`config.mk`:
```
export PLATFORM = sky130hd
export DESIGN_NAME = audio_envelope_tracker
export DESIGN_NICKNAME = d
export VERILOG_FILES = /design/src/design/aet_pkg.sv /design/src/design/audio_envelope_tracker.sv /design/src/design/aet_div.sv
export SDC_FILE = /design/constraint.sdc
export NUM_CORES = 1
export LEC_CHECK = 0
export BUFFER_PORTS_ARGS = -buffer_cell sky130_fd_sc_hd__buf_2
export CAP_MARGIN = 20
export CORE_UTILIZATION = 40
export DETAILED_ROUTE_END_ITERATION = 6
export GPL_TIMING_DRIVEN = 0
export SETUP_SLACK_MARGIN = 0.3
export SYNTH_ARGS = -nofsm -noshare
export SYNTH_HDL_FRONTEND = slang
export SYNTH_HIERARCHICAL = 1
export SYNTH_SLANG_ARGS = --single-unit
```
`constraint.sdc`:
```
create_clock -name clk -period 7.9 [get_ports clk]
set_clock_uncertainty 0.2 [all_clocks]
set_input_delay 0.395 -clock clk [delete_from_list [all_inputs] [get_ports clk]]
set_output_delay 0.395 -clock clk [all_outputs]
set_load 0.05 [all_outputs]
```
`src/design/aet_pkg.sv`:
```
// Shared constants, widths and divider request and response types for the envelope tracker.
`timescale 1ns / 1ps

package aet_pkg;

	// Field widths
	localparam int SMP_W  = 10;
	localparam int TIME_W = 32;
	localparam int HGT_W  = 10;
	localparam int MIN_W  = 11;
	localparam int CNT_W  = 16;
	localparam int INTV_W = 16;
	localparam int RATE_W = 16;

	// Converter scale and derived levels
	localparam int FULL_SCALE    = 1024;
	localparam int NEUTRAL_LEVEL = FULL_SCALE / 2;
	localparam int AMBIENT_START = NEUTRAL_LEVEL / 6;
	localparam int SLOW_WEIGHT   = 30;
	localparam int BG_ROUND      = (SLOW_WEIGHT + 2) / 2;
	localparam int RATE_SCALE    = 1000;
	localparam int INTV_RESET    = 1000;

	// Divider sizing: count * 1000 fits in 26 bits, ambient numerator in 14
	localparam int DIV_W      = 26;
	localparam int DIV_STEP_W = 5;
	localparam int BG_NUM_W   = 14;

	// Ambient divide by 31 as a reciprocal multiply, exact for 14-bit numerators
	localparam int BG_RECIP  = 16913;   // ceil(2^19 / 31)
	localparam int BG_SHIFT  = 19;
	localparam int BG_PROD_W = 29;

	// Request into the shared divider
	typedef struct packed {
		logic                  start;
		logic [DIV_W-1:0]      dividend;
		logic [TIME_W-1:0]     divisor;
		logic [DIV_STEP_W-1:0] steps;
	} div_req_t;

	// Response from the shared divider
	typedef struct packed {
		logic             done;
		logic [DIV_W-1:0] quotient;
	} div_rsp_t;

endpackage

```
`src/design/audio_envelope_tracker.sv`:
```
// Top level: sample request intake, reversal detection and envelope sequencer.
// From an accepted sample request to a valid result the sequencer passes the
// evaluation and output states; a reversal also passes the ambient and note
// states, the close state when it closes an interval, and before that the 26-step
// shared divider when a rate is computed. One sample at a time: intake reopens as
// the result is registered; a stalled result holds the next one. Reset (arst_n
// low, asynchronous) restores all tracker state and sets interval_ms to 1000.
`timescale 1ns / 1ps

module audio_envelope_tracker
	import aet_pkg::*;
(
	input  logic        clk,
	input  logic        arst_n,
	// config
	input  logic        cfg_we,
	input  logic [15:0] cfg_wdata,   // interval_ms
	// sample requests
	input  logic        s_tvalid,
	output logic        s_tready,
	input  logic [47:0] s_tdata,     // sample[9:0], time_ms[41:10], zero pad
	// result requests
	output logic        m_tvalid,
	input  logic        m_tready,
	output logic [71:0] m_tdata,     // height_now, height_smoothed, ambient_level,
	                                 // prev_interval_min, prev_interval_max,
	                                 // waves_per_second, zero pad
	output logic        m_tuser      // is_reversal
);

	// Sequencer states
	localparam logic [3:0] ST_IDLE  = 4'd0;
	localparam logic [3:0] ST_EVAL  = 4'd1;
	localparam logic [3:0] ST_MUL   = 4'd2;
	localparam logic [3:0] ST_RDIV  = 4'd3;
	localparam logic [3:0] ST_CLOSE = 4'd4;
	localparam logic [3:0] ST_BG    = 4'd5;
	localparam logic [3:0] ST_BDIV  = 4'd6;
	localparam logic [3:0] ST_NOTE  = 4'd7;
	localparam logic [3:0] ST_OUT   = 4'd8;

	localparam logic [SMP_W-1:0] NEUTRAL = SMP_W'(NEUTRAL_LEVEL);
	localparam logic [HGT_W-1:0] AMB0    = HGT_W'(AMBIENT_START);
	localparam logic [MIN_W-1:0] FS_MIN  = MIN_W'(FULL_SCALE);

	logic [3:0] state_q;

	// Tracker state
	logic [INTV_W-1:0] interval_q;
	logic [SMP_W-1:0]  prev_q;
	logic              rising_q;
	logic              louder_q;
	logic [HGT_W-1:0]  wh_q;
	logic [HGT_W-1:0]  smooth_q;
	logic [HGT_W-1:0]  bg_q;
	logic [MIN_W-1:0]  run_min_q;
	logic [HGT_W-1:0]  run_max_q;
	logic [MIN_W-1:0]  last_min_q;
	logic [HGT_W-1:0]  last_max_q;
	logic [CNT_W-1:0]  count_q;
	logic [TIME_W-1:0] start_q;
	logic [RATE_W-1:0] rate_q;

	// Per-sample working registers
	logic [SMP_W-1:0]    cur_q;
	logic [TIME_W-1:0]   now_q;
	logic                rev_q;
	logic [HGT_W-1:0]    h_q;
	logic [BG_NUM_W-1:0] bg_num_q;

	// Output register
	logic              m_tvalid_q;
	logic [71:0]       m_tdata_q;
	logic              m_tuser_q;

	div_req_t div_req;
	div_rsp_t div_rsp;

	logic              peak;
	logic              trough;
	logic [HGT_W-1:0]  h_new;
	logic [TIME_W:0]   limit;
	logic              close_now;
	logic              rate_go;
	logic              bg_go;
	logic [BG_NUM_W-1:0] bg_num;
	logic [BG_PROD_W-1:0] bg_prod;
	logic [HGT_W:0]    smooth_sum;
	logic [HGT_W-1:0]  smooth_new;
	logic [RATE_W-1:0] rate_sat;
	logic              out_free;

	// Reversal and interval decisions
	always_comb begin
		peak      = rising_q && (prev_q > NEUTRAL) && (cur_q < prev_q);
		trough    = (prev_q < NEUTRAL) && !rising_q && (cur_q > prev_q);
		h_new     = (prev_q > NEUTRAL) ? prev_q - NEUTRAL : NEUTRAL - prev_q;
		limit     = {1'b0, start_q} + {{(TIME_W+1-INTV_W){1'b0}}, interval_q};
		close_now = (now_q < start_q) || ({1'b0, now_q} > limit);
		rate_go   = (start_q != '0) && (now_q > start_q);
		bg_go     = !louder_q && (h_q > wh_q);
	end

	// Ambient numerator and reciprocal, smoothing and rate saturation
	always_comb begin
		bg_num     = BG_NUM_W'(wh_q) + BG_NUM_W'(bg_q) * BG_NUM_W'(SLOW_WEIGHT)
		           + BG_NUM_W'(BG_ROUND);
		bg_prod    = BG_PROD_W'(bg_num_q) * BG_PROD_W'(BG_RECIP);
		smooth_sum = {1'b0, h_q} + {1'b0, smooth_q} + (HGT_W+1)'(1);
		smooth_new = smooth_sum[HGT_W:1];
		rate_sat   = (|div_rsp.quotient[DIV_W-1:RATE_W]) ? '1
		                                                 : div_rsp.quotient[RATE_W-1:0];
		out_free   = !m_tvalid_q || m_tready;
	end

	// Divider requests
	always_comb begin
		div_req = '0;
		case (state_q)
			ST_MUL: begin
				div_req.start    = 1'b1;
				div_req.dividend = DIV_W'(count_q) * DIV_W'(RATE_SCALE);
				div_req.divisor  = now_q - start_q;
				div_req.steps    = DIV_STEP_W'(DIV_W);
			end
			default: begin
				div_req = '0;
			end
		endcase
	end

	aet_div u_div (
		.clk    (clk),
		.arst_n (arst_n),
		.req    (div_req),
		.rsp    (div_rsp)
	);

	// Configuration register
	always_ff @(posedge clk or negedge arst_n) begin
		if (!arst_n) begin
			interval_q <= INTV_W'(INTV_RESET);
		end else if (cfg_we) begin
			interval_q <= cfg_wdata;
		end
	end

	// Sequencer and tracker state
	always_ff @(posedge clk or negedge arst_n) begin
		if (!arst_n) begin
			state_q    <= ST_IDLE;
			prev_q     <= NEUTRAL;
			rising_q   <= 1'b0;
			louder_q   <= 1'b0;
			wh_q       <= AMB0;
			smooth_q   <= AMB0;
			bg_q       <= AMB0;
			run_min_q  <= FS_MIN;
			run_max_q  <= '0;
			last_min_q <= MIN_W'(AMBIENT_START);
			last_max_q <= AMB0;
			count_q    <= '0;
			start_q    <= '0;
			rate_q     <= '0;
			rev_q      <= 1'b0;
		end else begin
			case (state_q)
				ST_IDLE: begin
					if (s_tvalid) begin
						state_q <= ST_EVAL;
					end
				end
				ST_EVAL: begin
					rev_q    <= peak || trough;
					rising_q <= cur_q > prev_q;
					prev_q   <= cur_q;
					if (peak && (count_q != '1)) begin
						count_q <= count_q + 1'b1;
					end
					if (!(peak || trough)) begin
						state_q <= ST_OUT;
					end else if (close_now && rate_go) begin
						state_q <= ST_MUL;
					end else if (close_now) begin
						state_q <= ST_CLOSE;
					end else begin
						state_q <= ST_BG;
					end
				end
				ST_MUL: begin
					state_q <= ST_RDIV;
				end
				ST_RDIV: begin
					if (div_rsp.done) begin
						rate_q  <= rate_sat;
						state_q <= ST_CLOSE;
					end
				end
				ST_CLOSE: begin
					count_q <= '0;
					if (run_min_q < FS_MIN) begin
						last_min_q <= run_min_q;
					end
					run_min_q <= FS_MIN;
					if (run_max_q != '0) begin
						last_max_q <= run_max_q;
					end
					run_max_q <= '0;
					start_q   <= now_q;
					state_q   <= ST_BG;
				end
				ST_BG: begin
					state_q <= bg_go ? ST_BDIV : ST_NOTE;
				end
				// Ambient quotient from the registered numerator
				ST_BDIV: begin
					bg_q    <= bg_prod[BG_SHIFT +: HGT_W];
					state_q <= ST_NOTE;
				end
				ST_NOTE: begin
					louder_q <= h_q > wh_q;
					wh_q     <= h_q;
					smooth_q <= smooth_new;
					if ({1'b0, smooth_new} < run_min_q) begin
						run_min_q <= {1'b0, smooth_new};
					end
					if (smooth_new > run_max_q) begin
						run_max_q <= smooth_new;
					end
					state_q <= ST_OUT;
				end
				ST_OUT: begin
					if (out_free) begin
						state_q <= ST_IDLE;
					end
				end
				default: begin
					state_q <= ST_IDLE;
				end
			endcase
		end
	end

	// Result valid: set as a result is registered, cleared when it is taken
	always_ff @(posedge clk or negedge arst_n) begin
		if (!arst_n) begin
			m_tvalid_q <= 1'b0;
		end else if (state_q == ST_OUT && out_free) begin
			m_tvalid_q <= 1'b1;
		end else if (m_tready) begin
			m_tvalid_q <= 1'b0;
		end
	end

	// Sample capture, per-reversal height and ambient numerator
	always_ff @(posedge clk) begin
		if (state_q == ST_IDLE && s_tvalid) begin
			cur_q <= s_tdata[9:0];
			now_q <= s_tdata[41:10];
		end
		if (state_q == ST_EVAL) begin
			h_q <= h_new;
		end
		if (state_q == ST_BG) begin
			bg_num_q <= bg_num;
		end
	end

	// Result payload
	always_ff @(posedge clk) begin
		if (state_q == ST_OUT && out_free) begin
			m_tuser_q <= rev_q;
			m_tdata_q <= {5'b0, rate_q, last_max_q, last_min_q, bg_q, smooth_q, wh_q};
		end
	end

	assign s_tready = (state_q == ST_IDLE);
	assign m_tvalid = m_tvalid_q;
	assign m_tdata  = m_tdata_q;
	assign m_tuser  = m_tuser_q;

endmodule

```
`src/design/aet_div.sv`:
```
// Shared restoring divider, one quotient bit per cycle, MSB first.
`timescale 1ns / 1ps

module aet_div
	import aet_pkg::*;
(
	input  logic     clk,
	input  logic     arst_n,
	input  div_req_t req,
	output div_rsp_t rsp
);

	logic [TIME_W-1:0]     rem_q;
	logic [DIV_W-1:0]      dvd_q;
	logic [TIME_W-1:0]     dvs_q;
	logic [DIV_STEP_W-1:0] cnt_q;
	logic                  busy_q;
	logic                  done_q;

	logic [TIME_W:0] shifted;
	logic            ge;
	logic [TIME_W:0] diff;
	logic            last_step;

	// One trial subtraction per cycle
	always_comb begin
		shifted   = {rem_q, dvd_q[DIV_W-1]};
		ge        = shifted >= {1'b0, dvs_q};
		diff      = shifted - {1'b0, dvs_q};
		last_step = busy_q && !req.start && (cnt_q == DIV_STEP_W'(1));
	end

	// Control: step counter and completion pulse
	always_ff @(posedge clk or negedge arst_n) begin
		if (!arst_n) begin
			busy_q <= 1'b0;
			done_q <= 1'b0;
			cnt_q  <= '0;
		end else begin
			done_q <= last_step;
			if (req.start) begin
				busy_q <= 1'b1;
				cnt_q  <= req.steps;
			end else if (busy_q) begin
				cnt_q <= cnt_q - 1'b1;
				if (last_step) begin
					busy_q <= 1'b0;
				end
			end
		end
	end

	// Datapath: partial remainder and dividend/quotient shift register
	always_ff @(posedge clk) begin
		if (req.start) begin
			rem_q <= '0;
			dvd_q <= req.dividend;
			dvs_q <= req.divisor;
		end else if (busy_q) begin
			rem_q <= ge ? diff[TIME_W-1:0] : shifted[TIME_W-1:0];
			dvd_q <= {dvd_q[DIV_W-2:0], ge};
		end
	end

	assign rsp.done     = done_q;
	assign rsp.quotient = dvd_q;

endmodule

```
==> impl_results.md, run 1 <==
- Outcome: finished, final reports clean
- Slew @ Worst Pin: 0.9982 ns
- Setup violators final: 0
- Fmax: about 0.16 GHz
- #FFs+latches synth: 401
- Crit path launch type: register
- Core footprint: 66220 um^2
- FF-to-FF path depth: 19
- Max Root-Sink Buffers: 3
- Layout cells sized above 1: 0.1346
- Top delay family on crit path: compound AO/OA/AOI/OAI gates
- Initial drt markers: 1101
- Critical Setup Path Class: register to register
- Critical path cell sequence: ha_1 -> fa_1 -> a211oi_2 -> o21ai_1 -> a41o_1 -> a41o_1 -> o21ai_0 -> a21oi_1 -> nand3_1 -> xnor2_1 -> ha_1 -> nand4_1 -> nor4_1 -> nand2_1 -> a21oi_1 -> a211oi_1 -> a211oi_2 -> o211ai_1 -> a221o_1
- CP bufs+invs: 0
- Layout area overhead: 15.42%
- Post-route minimum period: 6.298 ns
- CP arrival: 6.59 ns
- Antenna Nets Post-Route: 0
- DP Area: 28860 um^2
- Cells after Synth: 2543
- WHS Path Cells: 2
- FFs w/ async S/R, synth: 0.4414
- Die area: 68420 um^2
- Slew HR: 0.3261
- Rows: 94
- Worst skew pair latency: ~0.60 ns
- DP Worst Slack: 1.580 ns
- TNS Setup: 0 ns
- IO Pins: approximately 140
- WL final: 64.47 mm
- Placed Cells incl. Taps: 3553
- Synth Warn #: 6
- Inserted Clock Buffers: 47
- First-pass GRT wire length: 103.9 mm
- Max Slew Vio Count: 0
- Avg Inst Size Synth: 10.60 um^2
- Initial core utilization: 0.4070
- Initial antenna violation count: 0
- Dominant synthesized flop cell: edfxtp_1
- Commonest non-fill, non-tap cell in the layout: ha_1
- CTS tree: built
- H-tree levels: 2
- Final setup margin: 1.602 ns
- GRT overflow: 0
- Die height: 261.6 um
- Die W: 261.6 um
- Post-synth EDFFs: 192
- DR pass1 iterations: 6
- Worst R2R End: state_q[2]$_DFFE_PN0P_
- Fillers: 6089
- Mapped Area: 26950 um^2
- Hold Crit Class: input port to register
- Setup slack, reg-to-reg: 1.60 ns
- Vias: 19600
- Hold_sp: cfg_we
- Sequential element share of the synthesized area: 0.4033
- CP Capture Type: register
- GRT Util Overall: 0.1900
- Worst Path Required: 8.19 ns
- Root Driver: clkbuf_16
- PwrDens: ~440 nW/um^2
- Tot Pwr: 13.72 mW
- Post-route insts no fill: roughly 3700
- Design area: 31110 um^2
- CP max stage delay: around 0.64 ns
- Final nets: 3276
- Largest net degree at the start of global routing: 115
- Number of max-cap violations: 0
- Leak: 13.92 nW
- Placer Congestion: approximately 0.9
- DRC: 0
- CTS clk-pin slew, worst paths: 0.06 ns
- Port bufs: 131
- Yosys cell types: 99
- Final Cycle Share: 0.7972
- Worst-case hold path end point: interval_q[13]$_DFFE_PN0P_
- Vias in the first global route: 19570
- Most frequent cells in the layout: ha_1, inv_1, nand2_1
- RSZ-0062 raised after global routing: no
- Fin. Hold Viols: 0
- Max FO, Critical Path: 6
- Clk sink count: 401
- CP max-delay cell: a211oi_2
- HPWL Detailed: 50.13 mm
- Setup bufs post-CTS: 0
- Routed len/inst: about 17 um
- Worst flop-to-flop path startpoint: start_q[0]$_DFFE_PN0P_
- Via density: 5.293
- Worst IR Drop VDD: 0.2349 mV
[what timing repair did]
action | 4_1_cts | 5_1_grt
hold buffers | 61 | 0
endpoints found under the setup margin | 0 | 0
endpoints found under the hold margin | 124 | 0
resized for setup | 0 | 0
[kinds of logic (layout without fill, tap and decap cells)]
family,after synthesis,after routing,share of synthesized area
compound gates,569,569,0.1438
flops,401,401,0.4033
simple gates,643,643,0.1134
mux,96,96,0.03927
fa+ha+maj,408,408,0.2131
xor+xnor,135,135,0.04387
buf+inv,290,576,0.04308
other cells,1,11,0.0001391
[Yosys cell counts, types with 18 or more instances]
master / count / area, um^2
clkbuf_1: 37 / 138.9
a21oi_1: 124 / 620.6
nor4_1: 24 / 150.1
inv_1: 223 / 837.1
edfxtp_1: 192 / 5766
mux2i_1: 18 / 180.2
dfstp_2: 28 / 735.7
o21ai_0: 139 / 695.7
o211ai_1: 18 / 135.1
xor2_1: 46 / 402.9
nor2b_1: 22 / 137.6
nand4_1: 28 / 175.2
nor2_1: 169 / 634.4
fa_1: 85 / 1702
ha_1: 323 / 4041
nand2b_1: 22 / 137.6
nor3_1: 41 / 205.2
o21a_1: 23 / 172.7
nand3_1: 48 / 240.2
xnor2_1: 89 / 779.5
a21o_1: 58 / 435.4
mux2_2: 77 / 867.1
dfxtp_1: 32 / 640.6
dfrtp_1: 149 / 3729
a211oi_1: 38 / 285.3
nand2_1: 206 / 773.2
[where the power goes]
part	internal (mW)	switching, mW	total [mW]
registers	3.05	0.557	3.61
clock network	1.34	0.926	2.26
logic	3.33	4.52	7.85
total	7.72	6.01	13.7
[through the flow]
step                hold WS [ns]  utilization
global route             0.08506       0.4698
floorplan                -0.1006            -
global placement          0.2286       0.4338
finish                   0.09068       0.4698
detailed placement        0.1955       0.4359
CTS                      0.05745       0.4698
[cell type report]
| class | count | area, um^2 | share of cell area |
|---|---|---|---|
| clock inverter | 29 | 382.9 | 0.01231 |
| multi-input combinational | 1861 | 14970 | 0.4811 |
| clock buffer | 59 | 1251 | 0.04022 |
| antenna | 1 | 2.502 | 0.00008044 |
| inverter | 224 | 840.8 | 0.02703 |
| timing repair buffer | 198 | 1391 | 0.04472 |
| buffer | 66 | 321.6 | 0.01034 |
| tap | 864 | 1081 | 0.03475 |
| sequential | 401 | 10870 | 0.3494 |
[metal layers]
layer / global-route usage / vias to the layer above / part of all wire
met1: 0.2494 / 9430 / 0.45
met5: 0 / - / 0
met4: 0.06670 / 0 / 0.033
li1: - / 9671 / -
met2: 0.3194 / 391 / 0.47
met3: 0.02700 / 108 / 0.039
[sequential cells by signal, summed over array words and instances, names as in the netlist, 4 cells and up]
signal       count
interval_q      16
now_q           32
last_max_q      10
rate_q          16
m_tdata         67
last_min_q      11
run_max_q       10
h_q             10
smooth_q        10
cur_q           10
start_q         32
u_div/dvd_q     26
state_q          4
wh_q            10
run_min_q       11
count_q         16
u_div/cnt_q      5
prev_q          10
bg_q            10
bg_num_q        14
u_div/dvs_q     32
u_div/rem_q     32
[worst max path at each step]
stage / from / end / cells after the start / slack [ns]
after CTS: start_q[0]$_DFFE_PN0P_ / state_q[2]$_DFFE_PN0P_ / 19 / 1.62
final: start_q[0]$_DFFE_PN0P_ / state_q[2]$_DFFE_PN0P_ / 19 / 1.60
after floorplan: count_q[0]$_DFFE_PN0P_ / u_div/dvd_q[24]$_DFFE_PP_ / 16 / 2.86
after detailed placement: start_q[0]$_DFFE_PN0P_ / state_q[2]$_DFFE_PN0P_ / 19 / 1.58
after global placement: state_q[1]$_DFFE_PN0P_ / m_tdata[29]$_DFFE_PP_ / 4 / 1.48
after global routing: start_q[0]$_DFFE_PN0P_ / state_q[2]$_DFFE_PN0P_ / 19 / 1.45
(Power assumes the default switching activity.)
==> run 2, diff against run 1 <==
==> constraint.sdc (replaced) <==
create_clock -name clk -period 6.52 [get_ports clk]
set_clock_uncertainty 0.2 [all_clocks]
set_input_delay 0.326 -clock clk [delete_from_list [all_inputs] [get_ports clk]]
set_output_delay 0.326 -clock clk [all_outputs]
set_load 0.05 [all_outputs]
==> run 2 against run 1 <==
Final cell count increased by 0.19%. Combinational power grew 21%. Flip-flop and latch count unchanged. Global-route usage barely moved. Setup slack lost 0.94 ns. Non-clock buffer count is 7 higher. Clock power increased by 21%. First-iteration DRC count fell by 5.5%.
==> impl_results.md, run 2 (synthesized netlist as in run 1, its figures left out) <==
- HPWL Detailed: 50.13 mm
- Worst R2R End: state_q[2]$_DFFE_PN0P_
- Clk sink count: 401
- CP max-delay cell: nor4_1
- Fmax: 0.1707 GHz
- CP bufs+invs: 0
- Net switching power: 7.275 mW
- PwrDens: 533.7 nW/um^2
- Hold Crit Class: input port to asynchronous set/reset pin
- Layout area overhead: 15.67%
- Post-route minimum period: 5.859 ns
- GRT Util Overall: 0.1903
- Root Driver: clkbuf_16
- Max reg flops: 67
- FF-to-FF path depth: 19
- CP Capture Type: register
- Slew HR: 0.3123
- Critical path cell sequence: ha_1 -> fa_1 -> a211oi_2 -> o21ai_1 -> a41o_1 -> a41o_1 -> o21ai_0 -> a21oi_1 -> nand3_1 -> xnor2_1 -> ha_1 -> nand4_1 -> nor4_1 -> nand2_1 -> a21oi_1 -> a211oi_1 -> a211oi_2 -> o211ai_1 -> a221o_1
- Fillers: between 6000 and 7000
- Tot Pwr: 16.64 mW
- Leak: 13.94 nW
- Initial antenna violation count: 0
- RSZ-0062 raised after global routing: no
- Outcome: finished, final reports clean
- Post_cts resized: 0
- DRC: 0
- Worst flop-to-flop path startpoint: start_q[0]$_DFFE_PN0P_
- Core footprint: 66220 um^2
- Placer Congestion: 0.8874
- Setup violators final: 0
- TNS Setup: 0 ns
- Worst Path Required: 6.81 ns
- GRT overflow: 0
- Worst skew pair latency: 0.61 ns
- Design area: 31180 um^2
- First-pass GRT wire length: 104.1 mm
- Max Root-Sink Buffers: 3
- Antenna Nets Post-Route: 0
- Max FO, Critical Path: 6
- Top delay family on crit path: compound AO/OA/AOI/OAI gates
- Comb pwr share: 0.572
- Via density: between 5 and 6
- Final Hold Slack: 0.07749 ns
- Layout cells sized above 1: 0.1346
- Fin. Hold Viols: 0
- Rows: 94
- CTS clk-pin slew, worst paths: roughly 0.06 ns
- Slew @ Worst Pin: 1.019 ns
- CP max stage delay: 0.48 ns
- Most frequent cells in the layout: ha_1, inv_1, nand2_1
- Initial core utilization: 0.4070
- DP Area: 28860 um^2
- WL final: approximately 65 mm
- Die area: roughly 70000 um^2
- Setup slack, reg-to-reg: about 0.66 ns
- Initial drt markers: around 1000
- Vias: 19560
- CTS tree: built
- Clock network power share: 0.165
- Commonest non-fill, non-tap cell in the layout: ha_1
- Critical Setup Path Class: register to register
- Worst IR Drop VDD: 0.2848 mV
- Final nets: between 3000 and 4000
- IO Pins: 144
- CP arrival: 6.15 ns
- DR pass1 iterations: 6
- H-tree levels: 2
- Sw frac: 0.4373
- Routed len/inst: 17.40 um
- Max Slew Vio Count: 0
- Internal: between 9 and 10 mW
- Largest net degree at the start of global routing: 115
- Inserted Clock Buffers: 47
- Reg power frac: 0.263
- Crit path launch type: register
- Number of max-cap violations: 0
- Die height: 261.6 um
- Port bufs: 131
- Final Cycle Share: 0.8987
- Vias in the first global route: 19620
- Die W: ~260 um
==> run 2: changes by cell type in the layout (fill, tap and decap cells not counted), sizes merged <==
| cell | before | now |
|---|---|---|
| dlygate4sd3 | 61 | 67 |
| buf | 166 | 167 |
==> run 2: area by class of cell <==
type,count,area [um^2],share of cell area
Tap cell,864,1081,0.03468
Multi-Input combinational cell,1861,14970,0.4801
Buffer,66,321.6,0.01031
Sequential cell,401,10870,0.3487
Clock inverter,29,382.9,0.01228
Clock buffer,59,1251,0.04013
Antenna cell,1,2.502,0.00008027
Timing Repair Buffer,205,1459,0.04680
Inverter,224,840.8,0.02697
==> run 2: repair_timing <==
item	CTS	global route
endpoints found under the setup margin	1	0
hold endpoints to repair	124	0
hold buffers	67	0
buffers inserted	1	0
==> run 2: power by group through the flow <==
stage	clock network (mW)	logic, mW	registers [mW]
2_1_floorplan	0	7.17	4.38
3_3_place_gp	0	9.21	4.43
3_5_place_dp	0	9.40	4.42
4_1_cts	2.82	9.57	4.38
5_1_grt	2.91	10.8	4.48
6_report	2.74	9.52	4.38
==> run 2: worst max-delay path by stage <==
stage	start	endpoint	cells past startpoint
after floorplan	count_q[0]$_DFFE_PN0P_	u_div/dvd_q[24]$_DFFE_PP_	16
after global placement	state_q[1]$_DFFE_PN0P_	m_tdata[29]$_DFFE_PP_	4
after detailed placement	start_q[0]$_DFFE_PN0P_	state_q[2]$_DFFE_PN0P_	19
after CTS	start_q[0]$_DFFE_PN0P_	state_q[2]$_DFFE_PN0P_	19
after global routing	start_q[0]$_DFFE_PN0P_	state_q[2]$_DFFE_PN0P_	19
final	start_q[0]$_DFFE_PN0P_	state_q[2]$_DFFE_PN0P_	19
==> run 2: through the flow <==
stage               utilization  instances  worst slack, ns
global route             0.4708       3709           0.4572
global placement         0.4338       3547          0.09961
finish                   0.4708       3710           0.6605
detailed placement       0.4359       3553           0.1997
floorplan                     -       2552            1.482
CTS                      0.4708       3709           0.6176
==> run 2: worst reg2reg max path, delay by kind of cell (launching register included) <==
family                   cells  cell delay (ns)
AO/OA/AOI/OAI               11             3.10
XOR/XNOR                     1             0.08
adder cells (fa/ha/maj)      3             0.97
flip-flops                   1             0.44
AND/OR/NAND/NOR              4             1.01
==> run 2: metal layers <==
layer	vias up	share of wire	global-route usage	routed length (um)
met5	-	0	0	0
met4	0	0.032	0.06686	2086
met3	106	0.039	0.02710	2537
met2	375	0.47	0.3203	30590
met1	9396	0.45	0.2496	29360
li1	9683	-	-	-
==> run 3, diff against run 2 <==
--- a/config.mk
+++ b/config.mk
@@ -7,9 +7,10 @@
 export LEC_CHECK = 0
 export BUFFER_PORTS_ARGS = -buffer_cell sky130_fd_sc_hd__buf_2
 export CAP_MARGIN = 20
-export CORE_UTILIZATION = 40
+export CORE_UTILIZATION = 63
 export DETAILED_ROUTE_END_ITERATION = 6
 export GPL_TIMING_DRIVEN = 0
+export PLACE_DENSITY = 0.85
 export SETUP_SLACK_MARGIN = 0.3
 export SYNTH_ARGS = -nofsm -noshare
 export SYNTH_HDL_FRONTEND = slang
==> run 3 against run 2 <==
Sequential share of layout area up 0.45 points. Critical path depth up 1. First-iteration DRC count up 53%. Via count up 5.1%. Register-to-register slack worse by 0.19 ns. Hold slack worse by 0.040 ns. Core utilization up 26 points. Largest power group unchanged. Clock power up 4%. Die area down 36%. Global-route usage up 12 points. Final cell count down 9.1%. Fmax down 3.2%.
==> impl_results.md, run 3 (synthesized netlist as in run 1, its figures left out) <==
- Outcome: finished, final reports clean
- Layout area overhead: 14.19%
- Max Slew Vio Count: 0
- CTS clk-pin slew, worst paths: 0.06 ns
- Commonest non-fill, non-tap cell in the layout: ha_1
- H-tree levels: 2
- Hold_sp: cfg_we
- FF/Latch Area: roughly 11000 um^2
- Post-route minimum period: 6.051 ns
- GRT overflow: 0
- Multi-input gate area: 14980 um^2
- Vias in the first global route: 21180
- Placer Congestion: 0.9453
- Fillers: 2754
- GRT Util Overall: 0.3072
- Die height: 208.8 um
- Die area: between 40000 and 50000 um^2
- Rows: 75
- Worst Path Required: 6.79 ns
- Slew HR: 0.3556
- Clk sink count: 401
- DP Area: between 20000 and 30000 um^2
- DP Worst Slack: 0.3129 ns
- Fmax: 0.1653 GHz
- Max Root-Sink Buffers: 3
- Worst IR Drop VDD: 0.4210 mV
- Final Cycle Share: 0.9280
- Final setup margin: 0.4693 ns
- Design area: 30780 um^2
- PwrDens: 556.5 nW/um^2
- CP arrival: 6.32 ns
- Final nets: 3274
- Hold Crit Class: input port to register
- WL final: 66.18 mm
- First-pass GRT wire length: ~110 mm
- Worst flop-to-flop path startpoint: start_q[0]$_DFFE_PN0P_
- Largest net degree at the start of global routing: 115
- Via density: 6.097
- Antenna Nets Post-Route: 0
- Port bufs: between 100 and 150
- Initial antenna violation count: 0
- RSZ-0062 raised after global routing: no
- HPWL Detailed: about 47 mm
- Worst skew pair latency: 0.59 ns
- Critical Setup Path Class: register to register
- Fin. Hold Viols: 0
- DR pass1 iterations: 6
- IO Pins: 144
- Number of max-cap violations: 0
- Inserted Clock Buffers: 44
- Die W: 208.8 um
- Root Driver: clkbuf_16
- Initial drt markers: around 1600
- Initial core utilization: 0.6411
- Routed len/inst: 19.63 um
- Tot Pwr: ~17 mW
- Max reg flops: between 60 and 70
- Vias: 20560
- Max FO, Critical Path: 6
- DRC: 0
- Crit path launch type: register
- Slew @ Worst Pin: 0.9655 ns
- Setup violators final: 0
- Final Hold Slack: 0.03726 ns
- Crit path launch: start_q[0]$_DFFE_PN0P_
- N_diodes: 0
- Setup slack, reg-to-reg: 0.47 ns
- Most frequent cells in the layout: ha_1, inv_1, nand2_1
- Layout cells sized above 1: 0.1355
- Leak: 13.96 nW
- Core footprint: 42040 um^2
- TNS Setup: 0 ns
- CP Capture Type: register
- CTS tree: built
run 3: changes by cell type in the layout (fill, tap and decap cells not counted), sizes merged:
cell,delta
clkinv,-2
bufinv,+6
diode,-1
clkbuf,-10
clkinvlp,-3
dlygate4sd3,-6
inv,+3
run 3: cell type report:
| type | instances | share of cell area |
|---|---|---|
| repair buffers | 199 | 0.04582 |
| clock buffers | 49 | 0.03708 |
| multi-input cells | 1861 | 0.4867 |
| well taps | 539 | 0.02191 |
| plain buffers | 66 | 0.01045 |
| inverters | 224 | 0.02732 |
| clock inverters | 33 | 0.01756 |
| flip-flops and latches | 401 | 0.3532 |
run 3: per-layer routing:
metal	vias up	global-route usage	part of all wire	wire, um
met2	753	0.5536	0.51	33750
met3	186	0.04313	0.059	3912
met5	-	0	0	0
li1	9672	-	-	-
met4	0	0.1169	0.034	2224
met1	9949	0.3719	0.40	26300
run 3: per-stage QoR:
step	cells	utilization
global route	3372	0.7321
finish	3372	0.7321
detailed placement	3228	0.6772
floorplan	2552	-
CTS	3371	0.7319
global placement	3222	0.6735
run 3: worst max-delay path: stages, from the launching register on:
cell	delay (ns)
dfrtp_1	0.43
ha_1	0.24
fa_1	0.44
a211oi_2	0.29
o21ai_1	0.14
a41o_1	0.31
a41o_1	0.27
o21ai_0	0.35
a21oi_1	0.28
nand2_1	0.14
xnor2_1	0.08
ha_1	0.31
nand4_1	0.18
nor4_2	0.47
nand2_1	0.19
a21oi_1	0.30
a211oi_1	0.11
a211oi_2	0.51
o211ai_1	0.17
buf_4	0.20
a221o_1	0.32
run 3: what timing repair did:
item                                    CTS  global route
hold buffers                             61             0
cloned                                    0             0
endpoints found under the setup margin    1             2
pin swaps                                 0             2
gates resized for setup                   1             0
buffers inserted                          0             1
hold endpoints to repair                124             0
run 3: worst paths after layout:
path / end / depth (start not counted)
worst max-delay path: state_q[2]$_DFFE_PN0P_ / 20
worst min-delay path: interval_q[10]$_DFFE_PN0P_ / 2
worst max register to register: state_q[2]$_DFFE_PN0P_ / 20
worst min register to register: m_tdata[50]$_DFFE_PP_ / 0
max in group asynchronous: run_max_q[3]$_DFFE_PN0P_ / 3
min in group asynchronous: count_q[3]$_DFFE_PN0P_ / 2
run 3: report_power, final:
group | total, mW | internal [mW] | switching [mW]
clock network | 2.86 | 1.76 | 1.10
logic | 9.87 | 4.11 | 5.76
registers | 4.40 | 3.70 | 0.702
